<file path="src/design/lpht_pkg.sv">
// Shared types, codes and widths of the linear-probing hash table.
package lpht_pkg;

    localparam int SLOTS_DEF      = 1024;
    localparam int KEY_BITS_DEF   = 32;
    localparam int VALUE_BITS_DEF = 32;

    localparam int FIELD_W   = 32;
    localparam int CFG_W     = 11;
    localparam int CMD_W     = 2;
    localparam int STATUS_W  = 3;
    localparam int HASH_W    = 32;
    localparam int DIV_CNT_W = $clog2(HASH_W);
    localparam int S_DATA_W  = 3 * FIELD_W;
    localparam int M_DATA_W  = 56;

    localparam logic [CMD_W-1:0] CMD_PUT   = 2'd0;
    localparam logic [CMD_W-1:0] CMD_GET   = 2'd1;
    localparam logic [CMD_W-1:0] CMD_CLEAR = 2'd2;

    typedef enum logic [STATUS_W-1:0] {
        ST_FOUND     = 3'd0,
        ST_INSERTED  = 3'd1,
        ST_UPDATED   = 3'd2,
        ST_NOT_FOUND = 3'd3,
        ST_FULL      = 3'd4,
        ST_CLEARED   = 3'd5
    } status_t;

    // Commands from the controller to the datapath
    typedef struct packed {
        logic    load;
        logic    clr_step;
        logic    div_step;
        logic    issue;
        logic    advance;
        logic    write_entry;
        logic    insert;
        logic    capture;
        logic    set_status;
        status_t status;
        logic    emit;
    } lpht_cmd_t;

    // Status from the datapath to the controller
    typedef struct packed {
        logic [CMD_W-1:0] op;
        logic             key_reserved;
        logic             div_last;
        logic             clr_last;
        logic             slot_empty;
        logic             slot_match;
        logic             probes_done;
        logic             out_busy;
    } lpht_stat_t;

endpackage

</file>
<file path="src/design/lpht_ctrl.sv">
// Controller state machine of the linear-probing hash table.
module lpht_ctrl (
    input  logic               clk,
    input  logic               rst_n,
    input  logic               s_tvalid,
    output logic               s_tready,
    input  lpht_pkg::lpht_stat_t stat,
    output lpht_pkg::lpht_cmd_t  cmd
);
    import lpht_pkg::*;

    typedef enum logic [2:0] {
        S_INIT_CLR,
        S_IDLE,
        S_DECODE,
        S_DIV,
        S_ISSUE,
        S_CHECK,
        S_CLR,
        S_DONE
    } state_t;

    state_t state_reg, state_next;
    logic   ready_reg, ready_next;

    assign s_tready = ready_reg;

    // Decode next state and datapath commands
    always_comb
    begin
        state_next = state_reg;
        cmd        = '0;
        cmd.status = ST_NOT_FOUND;
        case (state_reg)
            S_INIT_CLR:
            begin
                cmd.clr_step = 1'b1;
                if (stat.clr_last)
                    state_next = S_IDLE;
            end
            S_IDLE:
            begin
                if (s_tvalid && ready_reg)
                begin
                    cmd.load   = 1'b1;
                    state_next = S_DECODE;
                end
            end
            S_DECODE:
            begin
                cmd.set_status = 1'b1;
                if (stat.op == CMD_CLEAR)
                begin
                    cmd.status = ST_CLEARED;
                    state_next = S_CLR;
                end
                else if (stat.op == CMD_PUT && stat.key_reserved)
                begin
                    cmd.status = ST_CLEARED;
                    state_next = S_DONE;
                end
                else if (stat.op == CMD_PUT)
                begin
                    cmd.status = ST_FULL;
                    state_next = S_DIV;
                end
                else if (stat.op == CMD_GET)
                begin
                    state_next = S_DIV;
                end
                else
                begin
                    state_next = S_DONE;
                end
            end
            S_DIV:
            begin
                cmd.div_step = 1'b1;
                if (stat.div_last)
                    state_next = S_ISSUE;
            end
            S_ISSUE:
            begin
                cmd.issue  = 1'b1;
                state_next = S_CHECK;
            end
            S_CHECK:
            begin
                if (stat.slot_empty)
                begin
                    cmd.set_status = 1'b1;
                    if (stat.op == CMD_PUT)
                    begin
                        cmd.write_entry = 1'b1;
                        cmd.insert      = 1'b1;
                        cmd.status      = ST_INSERTED;
                    end
                    state_next = S_DONE;
                end
                else if (stat.slot_match)
                begin
                    cmd.set_status = 1'b1;
                    if (stat.op == CMD_PUT)
                    begin
                        cmd.write_entry = 1'b1;
                        cmd.status      = ST_UPDATED;
                    end
                    else
                    begin
                        cmd.capture = 1'b1;
                        cmd.status  = ST_FOUND;
                    end
                    state_next = S_DONE;
                end
                else if (stat.probes_done)
                begin
                    state_next = S_DONE;
                end
                else
                begin
                    cmd.advance = 1'b1;
                    state_next  = S_ISSUE;
                end
            end
            S_CLR:
            begin
                cmd.clr_step = 1'b1;
                if (stat.clr_last)
                    state_next = S_DONE;
            end
            S_DONE:
            begin
                if (!stat.out_busy)
                begin
                    cmd.emit   = 1'b1;
                    state_next = S_IDLE;
                end
            end
            default:
            begin
                state_next = S_IDLE;
            end
        endcase
        ready_next = (state_next == S_IDLE);
    end

    // Hold state and registered ready
    always_ff @(posedge clk or negedge rst_n)
    begin
        if (!rst_n)
        begin
            state_reg <= S_INIT_CLR;
            ready_reg <= 1'b0;
        end
        else
        begin
            state_reg <= state_next;
            ready_reg <= ready_next;
        end
    end

endmodule

</file>
<file path="config.mk">
export PLATFORM = sky130hd
export DESIGN_NAME = lpht_ctrl
export DESIGN_NICKNAME = d
export VERILOG_FILES = /design/src/design/lpht_pkg.sv /design/src/design/lpht_ctrl.sv
export SDC_FILE = /design/constraint.sdc
export NUM_CORES = 1
export LEC_CHECK = 0
export ABC_AREA = 1
export BUFFER_PORTS_ARGS = -buffer_cell sky130_fd_sc_hd__buf_2
export CAP_MARGIN = 30
export CORE_MARGIN = 10
export CORE_UTILIZATION = 30
export CTS_BUF_LIST = sky130_fd_sc_hd__clkbuf_2
export DETAILED_ROUTE_END_ITERATION = 8
export PLACE_DENSITY_LB_ADDON = 0.12
export SYNTH_ARGS = -nofsm -noshare
export SYNTH_HDL_FRONTEND = slang
export SYNTH_SLANG_ARGS = --single-unit
</file>
<file path="constraint.sdc">
create_clock -name clk -period 2.1 [get_ports clk]
set_clock_uncertainty 0.1 [all_clocks]
set_input_delay 0.63 -clock clk [delete_from_list [all_inputs] [get_ports clk]]
set_output_delay 0.63 -clock clk [all_outputs]
set_load 0.02 [all_outputs]
</file>
==> impl_metrics.csv <==
group,metric,value,unit
run_status,status,"finished, final reports clean",
route,wirelength,1.398,mm
worst_setup_path,crit_start,"stat[8]",
clocking,clkLatencyLatePin,0.20,ns
final_layout,postLayoutCellArea,699.4,um2
worst_setup_path,r2r-end,"s_tready$_DFF_PN0_",
sta,setup_violations,0,
route,vias,585,
route,firstDrtPassIters,4,
synth,synth_ff_type,"dfrtp_1",
final_layout,drive_gt1_frac,0.4561,
pwr,p_leak,0.4559,nW
route,ant_nets,0,
clocking,cts_buffers,3,
synth,synth_edf_count,0,
worst_setup_path,rr_worst_depth,9,
placement,dp_worst_setup_slack,0.02881,ns
grt,grtUsageTotal,0.07502,
synth,syn_area_per_cell,5.737,um2
synth,synth_cell_types,15,
sta,hold_ws,0.1257,ns
grt,grt_max_degree,7,
route,route.detailed.wl_per_inst,10.75,um
clocking,cts_max_level,1,
clocking,cts.sinks,4,
final_layout,fill_cells,172,
final_layout,largest_reg_flops,3,
die,initial_core_util,0.3160,
grt,grt_antenna_before_repair,0,
sta,tightest_slew,0.2184,ns
die,dieHeight,59.60,um
worst_setup_path,reg2reg_slack,0.72,ns
sta,max_freq,489.7,MHz
die,core_area,1489,um2
synth,synth_async_sr_flop_share,1.000,
clocking,cts_tree,"built",
pwr,power_frac_comb,0.781,
final_layout,nets,128,
clocking,cts.clk_slew.worst_paths,0.04,ns
sta,period_minus_slack,2.042,ns
grt,grt_pass1_wl,2.118,mm
sta,setup_slack,0.05779,ns
pwr,internal_power,0.4838,mW
worst_setup_path,worst-path-max-fanout,3,
placement,place_area,630.6,um2
synth,ys_ff_latch,4,
pwr,p_per_area,1469,nW/um2
grt,grt_pass1_vias,535,
worst_setup_path,r2r_start,"state_reg[0]$_DFF_PN0_",
grt,overflow,0,
route,drcViolationCount,0,
final_layout,syn2layout_area_growth,48.67,%
sta,slew_headroom,0.8529,
die,io-pin-count,26,
synth,synth_fp_nets,94,
worst_hold_path,holdCritPathClass,"input port to asynchronous set/reset pin",
sta,min_period_over_period,0.9725,
synth,syn_area,470.5,um2
pwr,swShare,0.5293,
route,vias_per_cell,4.500,
die,placementRows,14,
worst_setup_path,critPathArrivalTime,1.31,ns
synth,syn_inst,82,
die,die_area,3552,um2
worst_setup_path,critPathRequiredTime,1.37,ns
pwr,clkPwrFrac,0.064,
worst_setup_path,crit_path_end_kind,"output pin",
pwr,p_switching,0.5439,mW
sta,drv_slew,0,
sta,finalHoldViolCount,0,
pwr,peakVddDrop,0.0005295,V
final_layout,post-route-util,0.4697,
clocking,clockBufferDepth,2,
run,drv_cap,0,
clocking,cts_root_buf,"clkbuf_2",
final_layout,antenna_cells,0,
placement,io_buffers,25,
worst_setup_path,path_class,"input port to output pin",
route,drt-initial-drc-count,12,
die,die_w,59.60,um
worst_setup_path,start_kind,"input port",
sta,fin_tns_setup,0,ns
placement,gp_congestion,0.7588,
placement,post-dp-hpwl,1.217,mm
synth,yosysSeqAreaShare,0.2128,
pwr,p_seq_frac,0.155,
synth,yosys_warnings,0,
## metal layers
metal	GRT usage	wire length (um)	vias up
li1	-	-	314
met1	0.09014	628	249
met2	0.1070	609	22
met3	0.05579	160	0
met4	0.009615	0	0
met5	0	0	-
## cell usage after synthesis (2+ instances only)
library cell  count  area, um2
nor2_1           17      63.81
o21ai_0           3      15.01
dfrtp_1           4      100.1
nand2_2           3      18.77
buf_4             2      15.01
nor2_4            2      22.52
nand2_1          19      71.32
inv_1            13      48.80
nand3_1          12      60.06
inv_2             2      7.510
## per-stage QoR
step           power, mW  cells
2_1_floorplan     0.6816     82
3_3_place_gp      0.8744    125
3_5_place_dp      0.8758    125
4_1_cts           0.9496    128
5_1_grt            1.138    130
6_report           1.028    130
## worst max-delay path by stage
stage	end	slack, ns	cells past startpoint
floorplan	cmd[7]	0.22	6
global placement	cmd[1]	0.06	6
detailed placement	cmd[1]	0.03	6
CTS	cmd[1]	0.005	7
global route	cmd[5]	-0.03	6
finish	cmd[1]	0.06	6
## worst max-delay path, cell delays in order
cell	delay, ns
buf_2	0.11
nor2_2	0.11
inv_1	0.08
o21ai_1	0.16
nand3_2	0.08
buf_6	0.14
## kinds of logic (layout without fill, tap and decap cells)
logic type / Yosys count / count (layout) / share of synthesized area
and+or+nand+nor: 55 / 55 / 0.5585
buffers and inverters: 18 / 50 / 0.1649
AOI/OAI and AO/OA: 5 / 5 / 0.06383
DFF: 4 / 4 / 0.2128
## repair_timing
action	CTS	global route
gates resized for setup	1	15
setup buffers	0	2
endpoints found under the setup margin	2	9
pin swaps	0	1
hold buffers	0	0
## power by group through the flow
stage | combinational, mW | clock [mW] | sequential (mW)
2_1_floorplan | 0.533 | 0 | 0.149
3_3_place_gp | 0.717 | 0 | 0.158
3_5_place_dp | 0.718 | 0 | 0.158
4_1_cts | 0.720 | 0.0705 | 0.159
5_1_grt | 0.897 | 0.0755 | 0.166
6_report | 0.803 | 0.0653 | 0.160
## placed cells by master, fill, tap and decap left out
| master | n |
|---|---|
| buf_2 | 21 |
| nand2_1 | 17 |
| nor2_1 | 15 |
| inv_1 | 12 |
| nand3_1 | 10 |
| buf_4 | 8 |
| nand2_2 | 5 |
| nor2_2 | 3 |
| inv_2 | 3 |
| clkbuf_2 | 3 |
| dfrtp_1 | 3 |
| nor2_4 | 2 |
| nand3_2 | 2 |
| o21ai_1 | 2 |
| buf_6 | 2 |
| nand3b_4 | 1 |
| o211ai_1 | 1 |
| o21a_1 | 1 |
| inv_4 | 1 |
| o21ai_0 | 1 |
| dfrtp_2 | 1 |
## area by class of cell
class	instances	area, um2	share of cell area
multi-input cells	60	312.8	0.4472
repair buffers	31	187.7	0.2683
flip-flops and latches	4	101.3	0.1449
inverters	16	62.56	0.08945
well taps	16	20.02	0.02862
clock buffers	3	15.01	0.02147
Power figures use the tool's default switching activity.
